## src/wspe_pkg.sv

```systemverilog
package wspe_pkg;

  localparam int MAX_VERTICES = 64;
  localparam int VTX_BITS     = 6;
  localparam int CNT_BITS     = 7;
  localparam int WEIGHT_BITS  = 16;
  localparam int DIST_BITS    = 24;
  localparam int ADDR_BITS    = 2 * VTX_BITS;

  localparam logic KIND_EDGE  = 1'b0;
  localparam logic KIND_QUERY = 1'b1;

  // Input tdata fields, highest bit first.
  typedef struct packed {
    logic [VTX_BITS-1:0]    to_vertex;
    logic [VTX_BITS-1:0]    from_vertex;
    logic [WEIGHT_BITS-1:0] edge_weight;
    logic [VTX_BITS-1:0]    edge_to;
    logic [VTX_BITS-1:0]    edge_from;
  } in_data_t;

  // Request from the search engine to the weight store.
  typedef struct packed {
    logic                   wr_en;
    logic [ADDR_BITS-1:0]   addr;
    logic [WEIGHT_BITS-1:0] wdata;
  } wmem_req_t;

endpackage

```

## src/wspe_search.sv

```systemverilog
// Search sequencer: SPFA over incoming edges, then path trace.
module wspe_search (
  input  logic                             clk,
  input  logic                             rst_n,
  input  logic [wspe_pkg::CNT_BITS-1:0]    vertex_count,
  input  logic                             in_tvalid,
  output logic                             in_tready,
  input  logic                             in_kind,
  input  wspe_pkg::in_data_t               in_data,
  output logic                             out_tvalid,
  input  logic                             out_tready,
  output logic                             out_reachable,
  output logic [wspe_pkg::VTX_BITS-1:0]    out_vertex,
  output logic                             out_last,
  output wspe_pkg::wmem_req_t              wreq,
  input  logic [wspe_pkg::WEIGHT_BITS-1:0] wrdata,
  input  logic                             clear_done
);

  localparam logic [2:0] S_IDLE  = 3'd0;
  localparam logic [2:0] S_POP   = 3'd1;
  localparam logic [2:0] S_SCAN  = 3'd2;
  localparam logic [2:0] S_RELAX = 3'd3;
  localparam logic [2:0] S_TRACE = 3'd4;
  localparam logic [2:0] S_EMIT  = 3'd5;

  localparam int VB = wspe_pkg::VTX_BITS;
  localparam int NV = wspe_pkg::MAX_VERTICES;

  logic [2:0]    state_r, state_nxt;
  logic [VB:0]   n_r;
  logic [VB-1:0] src_r, dst_r;
  logic [VB-1:0] u_r;
  logic [VB:0]   i_r;
  logic [VB-1:0] ip_r;
  logic          wv_r;
  logic [wspe_pkg::DIST_BITS-1:0] du_r;
  logic [VB-1:0] q_head_r, q_tail_r;
  logic [VB:0]   q_count_r;
  logic [NV-1:0] reached_r, inq_r;
  logic [VB-1:0] now_r;
  logic [VB:0]   cnt_r;

  // Distance, predecessor and queue memories.
  logic [wspe_pkg::DIST_BITS-1:0] dist_mem [0:NV-1];
  logic [VB-1:0] pred_mem [0:NV-1];
  logic [VB-1:0] queue_mem [0:NV-1];
  logic [VB-1:0] dist_raddr;
  logic [wspe_pkg::DIST_BITS-1:0] dist_rd;
  logic [VB-1:0] pred_rd, queue_rd;
  logic          dist_we, pred_we, queue_we;
  logic [VB-1:0] dist_waddr;
  logic [wspe_pkg::DIST_BITS-1:0] dist_wd;
  logic [VB-1:0] queue_waddr, queue_wd;
  logic [wspe_pkg::DIST_BITS-1:0] cand;
  logic          improve;
  logic          q_push;

  logic [VB:0]   n_eff;
  logic          bad_q;
  logic          out_hold;
  logic          out_load;

  assign n_eff = (vertex_count > wspe_pkg::CNT_BITS'(NV)) ? (VB+1)'(NV) : vertex_count[VB:0];
  assign bad_q = ({1'b0, in_data.from_vertex} >= n_eff) || ({1'b0, in_data.to_vertex} >= n_eff)
                 || (in_data.from_vertex == in_data.to_vertex);
  assign out_hold = out_tvalid && !out_tready;

  assign in_tready = clear_done && (state_r == S_IDLE) && !out_hold;

  // Candidate for the tail read in the previous cycle.
  assign cand    = du_r + wspe_pkg::DIST_BITS'(wrdata);
  assign improve = (wrdata != '0) && (!reached_r[ip_r] || dist_rd > cand);
  assign q_push  = wv_r && improve && !inq_r[ip_r];

  // A new result item is loaded into the output register this cycle.
  assign out_load = ((state_r == S_IDLE) && in_tvalid && in_tready
                     && (in_kind == wspe_pkg::KIND_QUERY) && bad_q)
                    || ((state_r == S_EMIT) && !out_hold);

  // Memory port control.
  always_comb begin
    dist_raddr  = i_r[VB-1:0];
    dist_we     = 1'b0;
    dist_waddr  = ip_r;
    dist_wd     = cand;
    pred_we     = 1'b0;
    queue_we    = 1'b0;
    queue_waddr = q_tail_r;
    queue_wd    = ip_r;
    wreq.wr_en  = 1'b0;
    wreq.addr   = {i_r[VB-1:0], u_r};
    wreq.wdata  = in_data.edge_weight;
    if (state_r == S_IDLE) begin
      wreq.wr_en = in_tvalid && in_tready && (in_kind == wspe_pkg::KIND_EDGE);
      wreq.addr  = {in_data.edge_from, in_data.edge_to};
      dist_we    = in_tvalid && in_tready && (in_kind == wspe_pkg::KIND_QUERY) && !bad_q;
      dist_waddr = in_data.to_vertex;
      dist_wd    = '0;
      queue_we   = dist_we;
      queue_waddr = '0;
      queue_wd   = in_data.to_vertex;
    end else if (state_r == S_SCAN) begin
      // The head entry is valid on queue_rd in this cycle.
      dist_raddr = queue_rd;
    end else if (state_r == S_RELAX && wv_r && improve) begin
      dist_we  = 1'b1;
      pred_we  = 1'b1;
      queue_we = !inq_r[ip_r];
    end
  end

  always_ff @(posedge clk) begin
    if (dist_we) dist_mem[dist_waddr] <= dist_wd;
    if (pred_we) pred_mem[ip_r] <= u_r;
    if (queue_we) queue_mem[queue_waddr] <= queue_wd;
    dist_rd  <= dist_mem[dist_raddr];
    pred_rd  <= pred_mem[now_r];
    queue_rd <= queue_mem[q_head_r];
  end

  // Sequencer.
  always_comb begin
    state_nxt = state_r;
    unique case (state_r)
      S_IDLE: begin
        if (in_tvalid && in_tready && in_kind == wspe_pkg::KIND_QUERY && !bad_q) begin
          state_nxt = S_POP;
        end
      end
      S_POP:   state_nxt = S_SCAN;
      S_SCAN:  state_nxt = S_RELAX;
      S_RELAX: begin
        // A push of the last tail also keeps the search going.
        if (i_r == n_r) begin
          state_nxt = (q_count_r == '0 && !q_push) ? S_TRACE : S_POP;
        end
      end
      S_TRACE: state_nxt = S_EMIT;
      S_EMIT: begin
        if (!out_hold) begin
          if (!reached_r[src_r] || now_r == dst_r || cnt_r + 1'b1 >= n_r) begin
            state_nxt = S_IDLE;
          end else begin
            state_nxt = S_TRACE;
          end
        end
      end
      default: state_nxt = S_IDLE;
    endcase
  end

  always_ff @(posedge clk) begin
    if (!rst_n) begin
      state_r    <= S_IDLE;
      out_tvalid <= 1'b0;
      reached_r  <= '0;
      inq_r      <= '0;
      q_head_r   <= '0;
      q_tail_r   <= '0;
      q_count_r  <= '0;
      wv_r       <= 1'b0;
    end else begin
      state_r <= state_nxt;
      if (out_tvalid && out_tready && !out_load) out_tvalid <= 1'b0;
      unique case (state_r)
        S_IDLE: begin
          if (in_tvalid && in_tready && in_kind == wspe_pkg::KIND_QUERY) begin
            n_r   <= n_eff;
            src_r <= in_data.from_vertex;
            dst_r <= in_data.to_vertex;
            now_r <= in_data.from_vertex;
            cnt_r <= '0;
            if (bad_q) begin
              out_tvalid    <= 1'b1;
              out_reachable <= 1'b0;
              out_vertex    <= '0;
              out_last      <= 1'b1;
            end else begin
              reached_r <= NV'(1) << in_data.to_vertex;
              inq_r     <= NV'(1) << in_data.to_vertex;
              q_head_r  <= '0;
              q_tail_r  <= VB'(1);
              q_count_r <= (VB+1)'(1);
            end
          end
        end
        S_POP: begin
          // Head entry is read onto queue_rd at this edge.
          q_head_r  <= q_head_r + 1'b1;
          q_count_r <= q_count_r - 1'b1;
        end
        S_SCAN: begin
          u_r  <= queue_rd;
          inq_r[queue_rd] <= 1'b0;
          i_r  <= '0;
          wv_r <= 1'b0;
        end
        S_RELAX: begin
          // The distance of the dequeued vertex arrives in the first cycle.
          if (!wv_r) du_r <= dist_rd;
          // Read tail i, evaluate tail ip from the previous read.
          if (wv_r && improve) begin
            reached_r[ip_r] <= 1'b1;
            if (!inq_r[ip_r]) begin
              inq_r[ip_r] <= 1'b1;
              q_tail_r    <= q_tail_r + 1'b1;
              q_count_r   <= q_count_r + 1'b1;
            end
          end
          ip_r <= i_r[VB-1:0];
          wv_r <= (i_r != n_r);
          if (i_r != n_r) i_r <= i_r + 1'b1;
        end
        S_TRACE: begin
        end
        S_EMIT: begin
          if (!out_hold) begin
            out_tvalid <= 1'b1;
            if (!reached_r[src_r]) begin
              out_reachable <= 1'b0;
              out_vertex    <= '0;
              out_last      <= 1'b1;
            end else begin
              out_reachable <= 1'b1;
              out_vertex    <= now_r;
              out_last      <= (now_r == dst_r) || (cnt_r + 1'b1 >= n_r);
              cnt_r         <= cnt_r + 1'b1;
              now_r         <= pred_rd;
            end
          end
        end
        default: begin
        end
      endcase
    end
  end

endmodule
```

## config.mk

```make
export PLATFORM = sky130hd
export DESIGN_NAME = wspe_search
export DESIGN_NICKNAME = d
export VERILOG_FILES = /design/src/wspe_pkg.sv /design/src/wspe_search.sv
export SDC_FILE = /design/constraint.sdc
export NUM_CORES = 2
export LEC_CHECK = 0
export ABC_AREA = 1
export BUFFER_PORTS_ARGS = -buffer_cell sky130_fd_sc_hd__buf_2
export CAP_MARGIN = 20
export CELL_PAD_IN_SITES_DETAIL_PLACEMENT = 2
export CELL_PAD_IN_SITES_GLOBAL_PLACEMENT = 2
export CORE_MARGIN = 8
export CORE_UTILIZATION = 44
export DETAILED_ROUTE_END_ITERATION = 8
export PLACE_DENSITY_LB_ADDON = 0.1
export SLEW_MARGIN = 20
export SYNTH_ARGS = -nofsm -noshare
export SYNTH_HDL_FRONTEND = slang
export SYNTH_SLANG_ARGS = --single-unit
```

## constraint.sdc

```tcl
create_clock -name clk -period 8.75 [get_ports clk]
set_clock_uncertainty 0.05 [all_clocks]
set_input_delay 1.75 -clock clk [delete_from_list [all_inputs] [get_ports clk]]
set_output_delay 1.75 -clock clk [all_outputs]
set_load 0.02 [all_outputs]
```

==> results.ini <==
[grt]
grt_max_degree=198
antenna_found_initial=14
grt_pass1_wl_um=616600
grt_overflow=0
track_usage_pct=31.47
first_global_vias=86600

[logic_synthesis]
netlist_area_um2=108800
async_flop_share_pct=0
synth_edf_count=2387
synth_area_leaders=edfxtp_1 (66%), o21ai_0 (6.5%), nor2_1 (5.6%)
synth_seq_cells=2575
syn_inst=9358
seq_area_frac_synth_pct=69.31
yosysUniqueCellTypes=53
synth_flop_cell=edfxtp_1
synth_nets=9497
syn_avg_cell_area_um2=11.63
post-synth-top-area-fraction_pct=65.86
yosysWarnings=0
synth_area_leader_cell=edfxtp_1

[sta]
final.period_utilization_pct=81.84
post-route-min-period_ps=7161
tightest_slew_ps=1165
setup_violations=0
max_slew_margin_pct=22.16
final.setup.tns_ps=0
rsz0062_at_grt=false
setup_ws_ps=1589
report.final.hold_viol_count=0
clock.fmax_mhz=139.6
slew_viol_final=0

[setup_path]
endpoint_kind=flip-flop
reg2reg_depth=21
reg2reg_slack_ps=2210
regToRegStartpoint=du_r[0]
path_class=primary input to flip-flop
r2r_end=dist_mem[14][0]
cp_data_required_time_ps=9210
startpoint_type=primary input
crit_arrival_ps=7620
path_max_fanout=24

[floorplan]
die_w_um=513.4
fp.dieH_um=513.4
core_area_um2=245900
io_pins=108
initial_core_util_pct=44.26
rows=182
die_area_um2=263500

[power]
leakage_nw=39.58
p_int_w=0.02119
p_per_area_nw_per_um2=237.9
comb_power_share_pct=11.3
vdd_drop_max_mv=0.2267
power_frac_clock_pct=41.0
power_switching_w=0.007777
seqPwrFrac_pct=47.7
p_sw_share_pct=26.85

[cts]
clk_latency_ps=960
ctsLongestPathBuffers=4
cts.sink_count=2575
cts_tree=built
postCtsSetupBuffers=0
hold_buffers=0
cts.clk_slew.worst_paths_ps=60
cts_made_buffers=295
cts_resized=0
clock-root-buffer=clkbuf_16
htreeDepth=5

[placement]
portBuffers=75
dp.final_hpwl_um=260800
routabilityCongestion=0.8737
pre_cts_ws_ps=688.8

[drt]
vias=80170
antenna_left=0
drt_iter0_markers=7497
wl_per_cell_um=33.79
dr.pass1.iters=5
remaining_drc_errors=0
vias_per_cell=6.322
wl_um=428500

[worst_hold_path]
hold_path_startpoint=dist_rd[3]
hold_path.class=flip-flop to flip-flop
hold_end=du_r[3]
hold_depth=0

[final_layout]
nets=9391
drive_gt1_share_pct=9.447
syn_to_final_growth_pct=11.89
utilization_pct=49.52

[run_status]
outcome=finished clean

[job]
drv_cap=0

-- worst max-delay path by stage --
stage / start / endpoint / slack, ps / cells past startpoint
after global placement: wrdata[0] / dist_mem[14][3] / 930 / 22
after global routing: wrdata[0] / queue_mem[33][5] / 1240 / 23
final: wrdata[0] / dist_mem[14][0] / 1590 / 22
after floorplan: in_data[38] / dist_mem[58][0] / 1000 / 7
after detailed placement: wrdata[0] / queue_mem[53][3] / 690 / 22
after CTS: wrdata[0] / queue_mem[33][5] / 1600 / 22
-- synthesized netlist by cell type (4+ instances only) --
| cell | n |
|---|---|
| a32o_1 | 4 |
| buf_6 | 6 |
| ha_1 | 68 |
| xnor2_1 | 19 |
| o21bai_1 | 29 |
| nor3_1 | 83 |
| o31ai_1 | 4 |
| nand3_2 | 5 |
| nor4_1 | 9 |
| inv_2 | 9 |
| buf_1 | 25 |
| o21ai_0 | 1406 |
| or2_2 | 98 |
| o21ai_1 | 23 |
| o32ai_1 | 5 |
| inv_1 | 292 |
| o21ai_2 | 6 |
| a21oi_1 | 181 |
| edfxtp_1 | 2387 |
| nand4_1 | 94 |
| clkbuf_1 | 533 |
| nand3_1 | 343 |
| o221ai_1 | 218 |
| o22ai_1 | 259 |
| a31oi_1 | 9 |
| dfxtp_1 | 188 |
| o211ai_1 | 391 |
| nand2_1 | 819 |
| nor2_1 | 1637 |
| xor2_1 | 25 |
| clkinv_1 | 9 |
| o21a_1 | 25 |
| buf_2 | 76 |
| buf_4 | 36 |
| nand3_4 | 6 |
-- per-layer routing --
metal  vias up  GRT usage (%)  share of wire (%)
li1      34120              -                  -
met1     42150          39.05                 39
met2      2966          53.74                 49
met3       928          4.183                5.5
met4         6          16.80                6.2
met5         -              0             0.0070
-- layout make-up --
type / count / area (µm²)
fill: 23860 / 124200
sequential: 2575 / 75450
multi-input combinational: 5796 / 30020
clock buffer: 382 / 7906
tap: 3220 / 4029
timing repair buffer: 274 / 2178
inverter: 310 / 1199
clock inverter: 116 / 982.2
antenna: 8 / 20.02
-- sequential cells by signal (all words and copies together) (netlist names), 7 cells and up --
name and cells:
du_r 24, pred_mem 384, reached_r 64, inq_r 64
i_r 7, queue_mem 384, dist_rd 24, cnt_r 7
dist_mem 1536, n_r 7, q_count_r 7
-- critical path: stages --
cell and delay (ps):
buf_2 100, ha_1 180, inv_1 70, fa_1 400
o21ai_1 290, a21oi_1 160, o21ai_1 280, a21oi_1 170
o21ai_1 450, nand2_1 140, xor2_1 210, ha_1 300
nand4_1 150, nor3_1 310, nand2_1 110, nand3_1 80
nand2_1 80, nand2_2 200, nand3_4 110, nand2_4 320
nand4_2 670, nor2_4 1020
-- through the flow --
| step | area [µm²] | instances | total power [W] | hold WS (ps) |
|---|---|---|---|---|
| finish | 121800 | 12680 | 0.02897 | 406.2 |
| global route | 121800 | 12670 | 0.02962 | 404.6 |
| CTS | 121700 | 12670 | 0.02908 | 401.7 |
| detailed placement | 112800 | 12170 | 0.01726 | 386.2 |
| global placement | 112800 | 12170 | 0.01711 | 385.6 |
| floorplan | 108800 | 9358 | 0.01573 | 356.4 |
-- power by group through the flow --
stage / sequential, W / combinational [W] / clock, W
after global routing: 0.0138 / 0.00341 / 0.0124
after CTS: 0.0138 / 0.00323 / 0.0120
after global placement: 0.0141 / 0.00303 / 0
after floorplan: 0.0141 / 0.00167 / 0
after detailed placement: 0.0141 / 0.00318 / 0
final: 0.0138 / 0.00326 / 0.0119
-- cells by family after synthesis --
logic type | synth area share [%]
buf+inv | 3.658
xor+xnor | 0.3541
compound gates | 14.00
flops | 69.31
simple gates | 11.85
fa+ha+maj | 0.8185
-- cells in the final DEF, fill, tap and decap left out, types with 74 or more instances in the layout --
master | Yosys | final
edfxtp_1 | 2387 | 2387
nor2_1 | 1637 | 1555
o21ai_0 | 1406 | 1404
nand2_1 | 819 | 816
o211ai_1 | 391 | 391
nand3_1 | 343 | 342
clkbuf_16 | 0 | 301
inv_1 | 292 | 282
o22ai_1 | 259 | 259
o221ai_1 | 218 | 218
dfxtp_1 | 188 | 186
a21oi_1 | 181 | 181
buf_4 | 36 | 172
or2_2 | 98 | 98
nand4_1 | 94 | 94
buf_2 | 76 | 77
nor3_1 | 83 | 74
clkbuf_1 | 533 | 74
Note: power is estimated with default switching activity, not from simulation.
